$ cat src/hw/rtl/xxtea_pkg.sv
// Shared types, constants and helper functions of the XXTEA block cipher.
`default_nettype none
package xxtea_pkg;

  localparam int MAX_WORDS = 64;
  localparam int ADDR_W    = $clog2(MAX_WORDS);
  localparam int CNT_W     = $clog2(MAX_WORDS + 1);
  localparam int WORD_W    = 32;
  localparam int ROUND_W   = 6;
  localparam int NUM_KEYS  = 4;
  localparam int CFG_IDX_W = 2;

  localparam logic [WORD_W-1:0] XXTEA_DELTA = 32'h9e37_79b9;

  typedef struct packed {
    logic [WORD_W-1:0] data_in;
    logic              last_in;
    logic              direction;
  } in_t;

  typedef struct packed {
    logic [WORD_W-1:0] data_out;
    logic              last_out;
    logic              error_flag;
  } out_t;

  typedef enum logic [3:0] {
    ST_LOAD,
    ST_SETUP,
    ST_INIT_RD,
    ST_INIT_CAP,
    ST_RD_T,
    ST_RD_N,
    ST_MIX,
    ST_WR,
    ST_OUT_RD,
    ST_OUT
  } state_t;

  typedef struct packed {
    logic               ram_we;
    logic               wr_sel_upd;
    logic [ADDR_W-1:0]  waddr;
    logic [ADDR_W-1:0]  raddr;
    logic               cap_tgt;
    logic               cap_carry;
    logic               do_mix;
    logic               do_upd;
    logic               sum_init;
    logic               sum_step;
    logic               dir;
    logic [ROUND_W-1:0] rounds;
    logic [1:0]         key_p;
    logic               out_load;
    logic               out_last;
    logic               out_err;
  } dp_cmd_t;

  // 6 + 52/n for block lengths 2..MAX_WORDS
  function automatic logic [ROUND_W-1:0] rounds_for(input logic [CNT_W-1:0] n);
    logic [ROUND_W-1:0] r;
    case (n) inside
      [7'd53:7'd64]: r = 6'd6;
      [7'd27:7'd52]: r = 6'd7;
      [7'd18:7'd26]: r = 6'd8;
      [7'd14:7'd17]: r = 6'd9;
      [7'd11:7'd13]: r = 6'd10;
      [7'd9:7'd10]:  r = 6'd11;
      7'd8:          r = 6'd12;
      7'd7:          r = 6'd13;
      7'd6:          r = 6'd14;
      7'd5:          r = 6'd16;
      7'd4:          r = 6'd19;
      7'd3:          r = 6'd23;
      7'd2:          r = 6'd32;
      default:       r = 6'd0;
    endcase
    return r;
  endfunction

endpackage
`default_nettype wire

$ cat src/hw/rtl/xxtea_block_cipher.sv
// XXTEA block cipher top level: n-word block in, n-word block out.
// Loading takes one cycle per word. After the last word, an n-word block (n >= 2) runs
// 6 + 52/n rounds; each word update steps through ST_RD_T, ST_RD_N, ST_MIX and ST_WR
// on the one shared mix unit and single-read word store. Results then leave one word
// at a time; a one-word block skips the rounds. Results cannot be stalled.
// Reset clears the key registers, word count and control state; the word store is not cleared.
`default_nettype none
module xxtea_block_cipher
  import xxtea_pkg::*;
(
  input  wire logic                 clk,
  input  wire logic                 rst_n,
  input  wire logic                 start,
  output logic                      busy,
  input  wire in_t                  in_data,
  output logic                      out_strobe,
  output out_t                      out_data,
  input  wire logic                 cfg_we,
  input  wire logic [CFG_IDX_W-1:0] cfg_index,
  input  wire logic [WORD_W-1:0]    cfg_data
);

  dp_cmd_t cmd;

  xxtea_ctrl u_ctrl (
    .clk      (clk),
    .rst_n    (rst_n),
    .start    (start),
    .last_in  (in_data.last_in),
    .direction(in_data.direction),
    .busy     (busy),
    .cmd      (cmd)
  );

  xxtea_dp u_dp (
    .clk       (clk),
    .rst_n     (rst_n),
    .cmd       (cmd),
    .word_in   (in_data.data_in),
    .cfg_we    (cfg_we),
    .cfg_index (cfg_index),
    .cfg_data  (cfg_data),
    .out_strobe(out_strobe),
    .out_data  (out_data)
  );

endmodule
`default_nettype wire

$ cat src/hw/rtl/xxtea_ram.sv
// Generic single-write, single-read RAM with registered read data.
`default_nettype none
module xxtea_ram #(
  parameter int WIDTH = 32,
  parameter int DEPTH = 64,
  parameter int AW    = $clog2(DEPTH)
) (
  input  wire logic             clk,
  input  wire logic             we,
  input  wire logic [AW-1:0]    waddr,
  input  wire logic [WIDTH-1:0] wdata,
  input  wire logic [AW-1:0]    raddr,
  output logic      [WIDTH-1:0] rdata
);

  logic [WIDTH-1:0] mem [DEPTH];

  always_ff @(posedge clk) begin
    if (we) begin
      mem[waddr] <= wdata;
    end
    rdata <= mem[raddr];
  end

endmodule
`default_nettype wire

$ cat src/hw/rtl/xxtea_ctrl.sv
// Controller: block loading, round sequencing and result readout.
`default_nettype none
module xxtea_ctrl
  import xxtea_pkg::*;
(
  input  wire logic    clk,
  input  wire logic    rst_n,
  input  wire logic    start,
  input  wire logic    last_in,
  input  wire logic    direction,
  output logic         busy,
  output dp_cmd_t      cmd
);

  state_t              state_r, state_nxt;
  logic [CNT_W-1:0]    count_r, count_nxt;
  logic                ovf_r, ovf_nxt;
  logic                mode_r, mode_nxt;
  logic                err_r, err_nxt;
  logic [ROUND_W-1:0]  rounds_r, rounds_nxt;
  logic [ADDR_W-1:0]   p_r, p_nxt;

  logic [CNT_W-1:0]    cnt_m1;
  logic [ADDR_W-1:0]   last_idx;
  logic [ADDR_W-1:0]   nb_idx;
  logic [CNT_W-1:0]    n_blk;
  logic                round_end;

  assign cnt_m1   = count_r - CNT_W'(1);
  assign last_idx = cnt_m1[ADDR_W-1:0];
  assign busy     = (state_r != ST_LOAD);

  always_comb begin
    if (mode_r) begin
      nb_idx    = (p_r == '0) ? last_idx : p_r - ADDR_W'(1);
      round_end = (p_r == '0);
    end else begin
      nb_idx    = (p_r == last_idx) ? '0 : p_r + ADDR_W'(1);
      round_end = (p_r == last_idx);
    end
  end

  always_ff @(posedge clk) begin
    if (!rst_n) begin
      state_r  <= ST_LOAD;
      count_r  <= '0;
      ovf_r    <= 1'b0;
      mode_r   <= 1'b0;
      err_r    <= 1'b0;
      rounds_r <= '0;
      p_r      <= '0;
    end else begin
      state_r  <= state_nxt;
      count_r  <= count_nxt;
      ovf_r    <= ovf_nxt;
      mode_r   <= mode_nxt;
      err_r    <= err_nxt;
      rounds_r <= rounds_nxt;
      p_r      <= p_nxt;
    end
  end

  always_comb begin
    state_nxt  = state_r;
    count_nxt  = count_r;
    ovf_nxt    = ovf_r;
    mode_nxt   = mode_r;
    err_nxt    = err_r;
    rounds_nxt = rounds_r;
    p_nxt      = p_r;
    n_blk      = count_r;

    cmd        = '0;
    cmd.dir    = mode_r;
    cmd.rounds = rounds_r;
    cmd.key_p  = p_r[1:0];
    cmd.raddr  = p_r;
    cmd.waddr  = p_r;

    case (state_r)
      ST_LOAD: begin
        if (start) begin
          if (count_r == '0 && !ovf_r) begin
            mode_nxt = direction;
          end
          if (count_r < CNT_W'(MAX_WORDS)) begin
            cmd.ram_we = 1'b1;
            cmd.waddr  = count_r[ADDR_W-1:0];
            n_blk      = count_r + CNT_W'(1);
          end else begin
            ovf_nxt = 1'b1;
          end
          count_nxt = n_blk;
          if (last_in) begin
            err_nxt = ovf_nxt || (n_blk == CNT_W'(1));
            p_nxt   = '0;
            if (n_blk == CNT_W'(1)) begin
              state_nxt = ST_OUT_RD;
            end else begin
              state_nxt = ST_SETUP;
            end
          end
        end
      end
      ST_SETUP: begin
        rounds_nxt = rounds_for(count_r);
        state_nxt  = ST_INIT_RD;
      end
      ST_INIT_RD: begin
        cmd.raddr    = mode_r ? '0 : last_idx;
        cmd.sum_init = 1'b1;
        p_nxt        = mode_r ? last_idx : '0;
        state_nxt    = ST_INIT_CAP;
      end
      ST_INIT_CAP: begin
        cmd.cap_carry = 1'b1;
        state_nxt     = ST_RD_T;
      end
      ST_RD_T: begin
        state_nxt = ST_RD_N;
      end
      ST_RD_N: begin
        cmd.raddr   = nb_idx;
        cmd.cap_tgt = 1'b1;
        state_nxt   = ST_MIX;
      end
      ST_MIX: begin
        cmd.raddr  = nb_idx;
        cmd.do_mix = 1'b1;
        state_nxt  = ST_WR;
      end
      ST_WR: begin
        cmd.ram_we     = 1'b1;
        cmd.wr_sel_upd = 1'b1;
        cmd.do_upd     = 1'b1;
        state_nxt      = ST_RD_T;
        if (round_end) begin
          if (rounds_r == ROUND_W'(1)) begin
            p_nxt     = '0;
            state_nxt = ST_OUT_RD;
          end else begin
            rounds_nxt   = rounds_r - ROUND_W'(1);
            cmd.sum_step = 1'b1;
            p_nxt        = mode_r ? last_idx : '0;
          end
        end else begin
          p_nxt = mode_r ? p_r - ADDR_W'(1) : p_r + ADDR_W'(1);
        end
      end
      ST_OUT_RD: begin
        state_nxt = ST_OUT;
      end
      ST_OUT: begin
        cmd.out_load = 1'b1;
        cmd.out_last = (p_r == last_idx);
        cmd.out_err  = err_r;
        if (p_r == last_idx) begin
          count_nxt = '0;
          ovf_nxt   = 1'b0;
          p_nxt     = '0;
          state_nxt = ST_LOAD;
        end else begin
          p_nxt     = p_r + ADDR_W'(1);
          state_nxt = ST_OUT_RD;
        end
      end
      default: begin
        state_nxt = ST_LOAD;
      end
    endcase
  end

endmodule
`default_nettype wire

$ cat src/hw/rtl/xxtea_dp.sv
// Datapath: key registers, word store, round sum and the shared mix unit.
`default_nettype none
module xxtea_dp
  import xxtea_pkg::*;
(
  input  wire logic                 clk,
  input  wire logic                 rst_n,
  input  wire dp_cmd_t              cmd,
  input  wire logic [WORD_W-1:0]    word_in,
  input  wire logic                 cfg_we,
  input  wire logic [CFG_IDX_W-1:0] cfg_index,
  input  wire logic [WORD_W-1:0]    cfg_data,
  output logic                      out_strobe,
  output out_t                      out_data
);

  logic [WORD_W-1:0] key_r [NUM_KEYS];
  logic [WORD_W-1:0] sum_r, sum_nxt;
  logic [WORD_W-1:0] tgt_r;
  logic [WORD_W-1:0] carry_r;
  logic [WORD_W-1:0] mix_r;
  logic              out_valid_r;
  out_t              out_r;

  logic [WORD_W-1:0] rdata;
  logic [WORD_W-1:0] wdata;
  logic [WORD_W-1:0] y, z, k, mix_a, mix_b, upd;
  logic [1:0]        key_idx;

  xxtea_ram #(
    .WIDTH(WORD_W),
    .DEPTH(MAX_WORDS)
  ) u_ram (
    .clk  (clk),
    .we   (cmd.ram_we),
    .waddr(cmd.waddr),
    .wdata(wdata),
    .raddr(cmd.raddr),
    .rdata(rdata)
  );

  always_comb begin
    y       = cmd.dir ? carry_r : rdata;
    z       = cmd.dir ? rdata : carry_r;
    key_idx = cmd.key_p ^ sum_r[3:2];
    k       = key_r[key_idx];
    mix_a   = ((z >> 5) ^ (y << 2)) + ((y >> 3) ^ (z << 4));
    mix_b   = (sum_r ^ y) + (k ^ z);
    upd     = cmd.dir ? tgt_r - mix_r : tgt_r + mix_r;
    wdata   = cmd.wr_sel_upd ? upd : word_in;
  end

  always_comb begin
    sum_nxt = sum_r;
    if (cmd.sum_init) begin
      sum_nxt = cmd.dir ? WORD_W'(XXTEA_DELTA * WORD_W'(cmd.rounds)) : XXTEA_DELTA;
    end else if (cmd.sum_step) begin
      sum_nxt = cmd.dir ? sum_r - XXTEA_DELTA : sum_r + XXTEA_DELTA;
    end
  end

  always_ff @(posedge clk) begin
    if (!rst_n) begin
      for (int i = 0; i < NUM_KEYS; i++) begin
        key_r[i] <= '0;
      end
      out_valid_r <= 1'b0;
    end else begin
      if (cfg_we) begin
        key_r[cfg_index] <= cfg_data;
      end
      out_valid_r <= cmd.out_load;
    end
  end

  always_ff @(posedge clk) begin
    sum_r <= sum_nxt;
    if (cmd.cap_tgt) begin
      tgt_r <= rdata;
    end
    if (cmd.cap_carry) begin
      carry_r <= rdata;
    end else if (cmd.do_upd) begin
      carry_r <= upd;
    end
    if (cmd.do_mix) begin
      mix_r <= mix_a ^ mix_b;
    end
    if (cmd.out_load) begin
      out_r.data_out   <= rdata;
      out_r.last_out   <= cmd.out_last;
      out_r.error_flag <= cmd.out_err;
    end
  end

  assign out_strobe = out_valid_r;
  assign out_data   = out_r;

endmodule
`default_nettype wire

$ cat config.mk
export PLATFORM = sky130hd
export DESIGN_NAME = xxtea_block_cipher
export DESIGN_NICKNAME = d
export VERILOG_FILES = /design/src/hw/rtl/xxtea_pkg.sv /design/src/hw/rtl/xxtea_block_cipher.sv /design/src/hw/rtl/xxtea_ram.sv /design/src/hw/rtl/xxtea_ctrl.sv /design/src/hw/rtl/xxtea_dp.sv
export SDC_FILE = /design/constraint.sdc
export NUM_CORES = 2
export LEC_CHECK = 0
export BUFFER_PORTS_ARGS = -buffer_cell sky130_fd_sc_hd__buf_2
export CORE_MARGIN = 4
export CORE_UTILIZATION = 50
export DETAILED_ROUTE_END_ITERATION = 16
export GPL_TIMING_DRIVEN = 0
export PLACE_DENSITY_LB_ADDON = 0.3
export SLEW_MARGIN = 25
export SYNTH_ARGS = -nofsm -noshare
export SYNTH_HDL_FRONTEND = slang
export SYNTH_SLANG_ARGS = --single-unit
$ cat constraint.sdc
create_clock -name clk -period 8.1 [get_ports clk]
set_input_delay 1.62 -clock clk [delete_from_list [all_inputs] [get_ports clk]]
set_output_delay 1.62 -clock clk [all_outputs]
set_load 0.02 [all_outputs]
# After elaboration in Yosys (flattened, before gate mapping)
# Memory sizes are Yosys's and may differ from the RTL's. A register that Yosys moved wholly into a read port is not among the register bits.
# Cells that the tools add are included.
[classes]
add_sub_neg = 11
mul = 1
div = 0
n_lt_le_gt_ge = 13
n_eq_ne = 24
shifts = 0
mux = 82
n_bitwise = 6
reduce_logical = 26
[ops]
columns = ["op", "n"]
rows = [
  ["$mux W32", 11],
  ["$mux W6", 28],
  ["$add A32 B32 Y32", 3],
  ["$xor A32 B32 Y32", 3],
  ["$pmux W4 S10", 1],
  ["$mux W7", 5],
  ["$add A32 B32 Y32 const B", 1],
  ["$mul A32 B6 Y32 const A", 1],
  ["$reduce_or A32 Y1", 1],
  ["$sub A32 B32 Y32", 1],
  ["$sub A32 B32 Y32 const B", 1],
  ["$xor A27 B32 Y32", 1],
  ["$xor A29 B32 Y32", 1],
  ["$eq A7 B3 Y1 const B", 4],
  ["$mux W4", 6],
  ["$pmux W6 S2", 2],
  ["$pmux W6 S4", 1],
  ["$mux W1", 23],
  ["$ge A7 B4 Y1 const B", 3],
  ["$sub A6 B1 Y6 const B", 3],
  ["$eq A4 B3 Y1 const B", 4],
  ["$reduce_and A3 Y1", 5],
  ["$eq A7 B2 Y1 const B", 2],
  ["$ge A7 B5 Y1 const B", 2],
  ["32 further kinds", 50],
]
[totals]
regBits = 189
latch_bits = 0
mem_bits_rw = 2176
rom_bits = 0
in_bits = 72
output_inout_bits = 36
elab_cells = 180
memories = 2
[mem_list]
columns = ["name", "words", "width", "read_ports", "rd_clocked_by_memory_dff", "wr", "line", "source"]
rows = [
  ["u_dp.u_ram.mem", 64, 32, 1, 1, 1, "xxtea_ram.sv:16", "logic [WIDTH-1:0] mem [DEPTH];"],
  ["u_dp.key_r", 4, 32, 1, 0, 4, "xxtea_dp.sv:17", "logic [WORD_W-1:0] key_r [NUM_KEYS];"],
]

# Logic depth before layout (Yosys ltp)
[logic_depth]
ltp_word = 15
depth_mapped = 21
mapped_depth_nobuf = 21

# By module
# A second synthesis with hierarchy kept.
[hier_totals]
cells_unflattened = 5946
hier_area_um2 = 104509.0
[modules_own_cells]
columns = ["module", "n_inst", "cells_per_inst", "area_per_inst_um2", "seq_area_each_um2"]
rows = [
  ["xxtea_ram", 1, 3324, 78515.3, 62139.6],
  ["xxtea_dp", 1, 2208, 23171.0, 8728.4],
  ["xxtea_ctrl", 1, 414, 2822.7, 520.5],
]

# Worst setup path before layout
# No wires, ideal clock.
[synth_path]
kind = "reg2reg"
from = "register u_ctrl.mode_r"
to = "memory u_dp.u_ram.mem[0][29] (data pin)"
setup_ps = 721
t_arrival_ps = 7130
required_time_ps = 7379
path_slack_ps = 248
path_stages_with_launch = 19
path_buffers = 5
period_less_slack_ps = 7852
path_cell_list = "dfxtp_1 > buf_2 > clkbuf_1 > clkbuf_1 > buf_1 > clkbuf_1 > mux2i_1 > ha_1 > nor2b_1 > o21ai_0 > o22ai_1 > o211ai_1 > a21oi_1 > o41ai_1 > a31o_2 > a21oi_1 > o21a_1 > o21a_1 > o31ai_1"
[synth_via]
elab_chain_cells = 2
[synth_rtl]
columns = ["item", "line", "source"]
rows = [
  ["start, declared", "xxtea_ctrl.sv:18", "logic mode_r, mode_nxt;"],
  ["start signal, assigned", "xxtea_ctrl.sv:56", "mode_r <= mode_nxt;"],
  ["$mux W32", "xxtea_dp.sv:49", "upd = cmd.dir ? tgt_r - mix_r : tgt_r + mix_r;"],
  ["$mux W32", "xxtea_dp.sv:50", "wdata = cmd.wr_sel_upd ? upd : word_in;"],
  ["via u_dp.u_ram.wdata[29]", "xxtea_ram.sv:11", "input wire logic [WIDTH-1:0] wdata,"],
  ["end, declared", "xxtea_ram.sv:16", ""],
]
# The timed path passes the listed nets, and every way through them passes these cells.

# Final worst setup path
[layout_path]
from = "register u_ctrl.mode_r"
to = "register u_dp.mix_r[31] (data pin)"
[layout_via]
elab_chain_cells = 4
elab_cells_between_ends = 9
classes_between = "2 x add/sub; 2 x mux; 5 x bitwise"
[layout_rtl]
columns = ["item", "line", "source"]
rows = [
  ["$mux W32 (on tied branches)", "xxtea_dp.sv:44, xxtea_dp.sv:43", ""],
  ["$xor A27 B32 Y32, or another cell as far along", "xxtea_dp.sv:47", "mix_a = ((z >> 5) ^ (y << 2)) + ((y >> 3) ^ (z << 4));"],
  ["$add A32 B32 Y32 (on tied branches)", "xxtea_dp.sv:47, xxtea_dp.sv:48", ""],
  ["$xor A32 B32 Y32 (*)", "xxtea_dp.sv:87", "mix_r <= mix_a ^ mix_b;"],
  ["end signal, assigned", "xxtea_dp.sv:87", ""],
  ["end, declared", "xxtea_dp.sv:21", "logic [WORD_W-1:0] mix_r;"],
]
# Mark *: on every way between the ends. The rest lies on a longest branch, timed or not.
# A chain may end at the register's enable or synchronous reset.

==> flow_summary.toml <==
[floorplan]
io_pins = 108
die_w_um = 465.3
die_h_um = 465.3
start_util_pct = 50.40
core_area_um2 = 207500
dieArea_um2 = 216500
rows = 167

[clock_network]
cts_tree = "done"
cts_buffers = 237
hold_buffers = 0
cts_htree_levels = 4
clk_pin_slew_ns = 0.06
clk_latency_ns = 0.93
clkSinkCount = 2397
root_buffer = "clkbuf_16"
max-clock-path-buffers = 3

[global_route]
grt_pass1_vias = 65320
overflow = 0
antenna_found_initial = 34
grt_pass1_wl_um = 466800
grt_max_degree = 49
track_usage_pct = 29.94

[place]
place_area_um2 = 114000
port_buffers = 107
gp_congestion = 1.023
dpl.hpwl_um = 240200
dp.cells = 10450

[timing]
finalHoldViolations = 0
rsz0062_at_grt = "no"
fmax_mhz = 129.8
tightest_slew_ns = 1.169
fin_crit_sh_pct = 95.12
drv_slew = 0
slew_headroom_pct = 22.08
clock_skew_ns = 0.1070
setup_violations = 0
period_needed_ns = 7.704

[routing]
dr_total_vias = 68280
postRouteAntennaNets = 0
wl_per_cell_um = 30.07
drc = 0
first_pass_iters = 10
drt_iter0_markers = 10220
vias_per_cell = 6.262
finalWirelength_um = 327900

[synth]
yosys.area.top_type = "edfxtp_1"
yosysSeqAreaShare_pct = 68.27
synth.top_cell.area_share_pct = 67.14
synth_cell_type_count = 80
ys_ff_latch = 2397
synth_edf_count = 2338
syn-num-nets = 7662
syn_area_um2 = 104600
synthArstFlopShare_pct = 0
avgSynthCellArea_um2 = 14.19
synth_cells = 7367
synth_warnings = 0
synth_flop_cell = "edfxtp_1"
synthTopCellsByArea = "edfxtp_1, mux4_2, nand2_1"

[power]
ir_drop_mv = 0.3403
p_per_area_nw_per_um2 = 338.0
power.static_leakage_nw = 41.66

[finish]
drive_gt1_share_pct = 14.63
stdcell_count = 10910
nets = 8194
n_fill_cell = 15480
design_area_um2 = 122000
synthToLayoutAreaGrowth_pct = 16.64

[worst_setup_path]
timing.rr.start = "u_ctrl.mode_r"
end_kind = "flip-flop"
cp-start-kind = "flip-flop"
r2r_slack_ns = 0.40
r2r-end = "u_dp.mix_r[31]"
required_ns = 8.71
worst-setup-path-type = "reg -> reg"
rr_worst_depth = 19
worstPathArrival_ns = 8.32
cp_max_fo = 13

[min_path]
whs_path_depth = 2
min_from = "u_ctrl.ovf_r"
hold_path_end = "u_ctrl.ovf_r"
hp-class = "reg -> reg"

[flow_run]
drv_cap = 0

[outcome]
outcome = "completed"
where the power goes:
part           internal [W]  total (W)  switching [W]
sequential           0.0143     0.0149       0.000591
combinational       0.00519     0.0151        0.00990
clock               0.00638     0.0112        0.00481
critical path: stages (launching register included):
cell	delay [ns]
dfxtp_2	0.62
buf_2	0.31
clkbuf_1	0.57
clkbuf_2	0.53
buf_1	0.65
buf_1	0.68
mux2i_1	0.29
xnor2_1	0.15
ha_1	0.31
a21o_1	0.20
a221o_1	0.36
a2111oi_0	0.77
o21ai_1	0.34
a221o_1	0.44
nand4_1	0.12
and4_1	0.24
nor3_1	0.08
a211o_1	0.31
o41a_1	0.34
xnor2_1	0.14
logic make-up after synthesis:
group                      Yosys count  share of synthesized area (%)
adders and majority gates          223                          2.927
DFF                               2397                          68.27
and+or+nand+nor                   2661                          11.50
xor gates and xnor gates           342                          2.892
buffers and inverters              525                          2.120
muxes                              358                          6.873
AOI/OAI and AO/OA                  861                          5.417
layout by cell type (no fill, tap or decap), types with 26 or more instances in the layout:
| cell type | synthesis | routed |
|---|---|---|
| dfxtp_1 | 59 | 58 |
| edfxtp_1 | 2338 | 2338 |
| clkinv_2 | 0 | 39 |
| buf_1 | 32 | 29 |
| nand3_1 | 845 | 842 |
| o21ai_4 | 0 | 29 |
| clkbuf_1 | 258 | 282 |
| mux4_2 | 288 | 288 |
| bufinv_16 | 0 | 27 |
| clkinv_1 | 0 | 52 |
| clkbuf_16 | 0 | 239 |
| nor2_1 | 221 | 160 |
| o21ai_0 | 158 | 130 |
| nor2_4 | 0 | 61 |
| nor2b_1 | 32 | 32 |
| clkbuf_2 | 1 | 28 |
| a22oi_1 | 142 | 142 |
| buf_4 | 11 | 26 |
| a31oi_1 | 125 | 124 |
| nand2_1 | 1209 | 1207 |
| a2111o_1 | 31 | 31 |
| mux2i_1 | 70 | 70 |
| xor2_1 | 97 | 97 |
| nor3_1 | 59 | 55 |
| inv_1 | 135 | 133 |
| xnor2_1 | 242 | 241 |
| buf_16 | 0 | 133 |
| buf_2 | 73 | 181 |
| a21o_1 | 63 | 63 |
| fa_1 | 36 | 36 |
| a21oi_1 | 180 | 179 |
| buf_12 | 0 | 26 |
| and2_1 | 110 | 110 |
| ha_1 | 187 | 187 |
| nand2b_1 | 46 | 42 |
| and3_1 | 51 | 51 |
metrics by stage:
step / hold WS, ns / util [%] / worst slack, ns / TNS, ns / power, W
floorplan: 0.4570 / - / 0.2484 / 0 / 0.02388
global placement: 0.4843 / 52.34 / -8.506 / - / 0.02943
detailed placement: 0.4989 / 54.92 / -0.4836 / -32.20 / 0.02978
CTS: 0.5137 / 58.74 / 0.09529 / 0 / 0.04089
global route: 0.5477 / 58.76 / 0.04237 / 0 / 0.04259
finish: 0.5137 / 58.78 / 0.3955 / 0 / 0.04123
what timing repair did:
action,4_1_cts,5_1_grt
setup buffers,0,0
endpoints found under the hold margin,0,0
endpoints found under the setup margin,111,139
pin swaps,0,0
gates resized for setup,2,7
gates cloned,0,0
metal layers:
metal,GRT usage [%],share of wire (%)
met1,43.16,39
met2,43.47,44
met3,7.268,12
met4,13.38,5.1
met5,0,0.026
area by class of cell:
class	count	area (µm²)	area share [%]
Clock buffer	298	6300	5.165
Multi-Input combinational cell	4445	31890	26.15
Sequential cell	2397	71390	58.53
Timing Repair Buffer	293	4977	4.081
Antenna cell	15	37.54	0.03078
Clock inverter	144	1632	1.338
Inverter	135	506.7	0.4155
Tap cell	2788	3488	2.860
Buffer	390	1744	1.430
flip-flops by register name, indices dropped and copies added, names as in the netlist:
register and cells:
u_ctrl.rounds_r 6, u_dp.key_r 128, u_dp.tgt_r 32, u_ctrl.count_r 7, u_dp.out_strobe 1, u_dp.sum_r 32
u_dp.carry_r 32, u_dp.u_ram.mem 2048, u_ctrl.state_r 4, u_ctrl.ovf_r 1, u_dp.u_ram.rdata 32, u_dp.out_data 34
u_ctrl.err_r 1, u_dp.mix_r 32, u_ctrl.p_r 6, u_ctrl.mode_r 1
how the worst max path moves through the flow:
stage	slack, ns	from	to	cells after the start
after floorplan	0.25	u_ctrl.mode_r	u_dp.u_ram.mem[0][29]	18
after global placement	-8.51	u_ctrl.mode_r	u_dp.u_ram.mem[38][20]	19
after detailed placement	-0.48	u_ctrl.mode_r	u_dp.u_ram.mem[17][30]	20
after CTS	0.1	u_ctrl.mode_r	u_dp.u_ram.mem[10][30]	19
after global routing	0.04	u_ctrl.mode_r	u_dp.mix_r[30]	19
final	0.40	u_ctrl.mode_r	u_dp.mix_r[31]	19
synth_stat cells (59+ instances only):
cell      instances
mux4_2          288
buf_2            73
a21oi_1         180
a22oi_1         142
xnor2_1         242
dfxtp_1          59
a21o_1           63
nor2_1          221
and2_1          110
nor3_1           59
clkbuf_1        258
nand2_1        1209
nand3_1         845
ha_1            187
inv_1           135
mux2i_1          70
a31oi_1         125
o21ai_0         158
edfxtp_1       2338
xor2_1           97
Power figures use the tool's default switching activity.
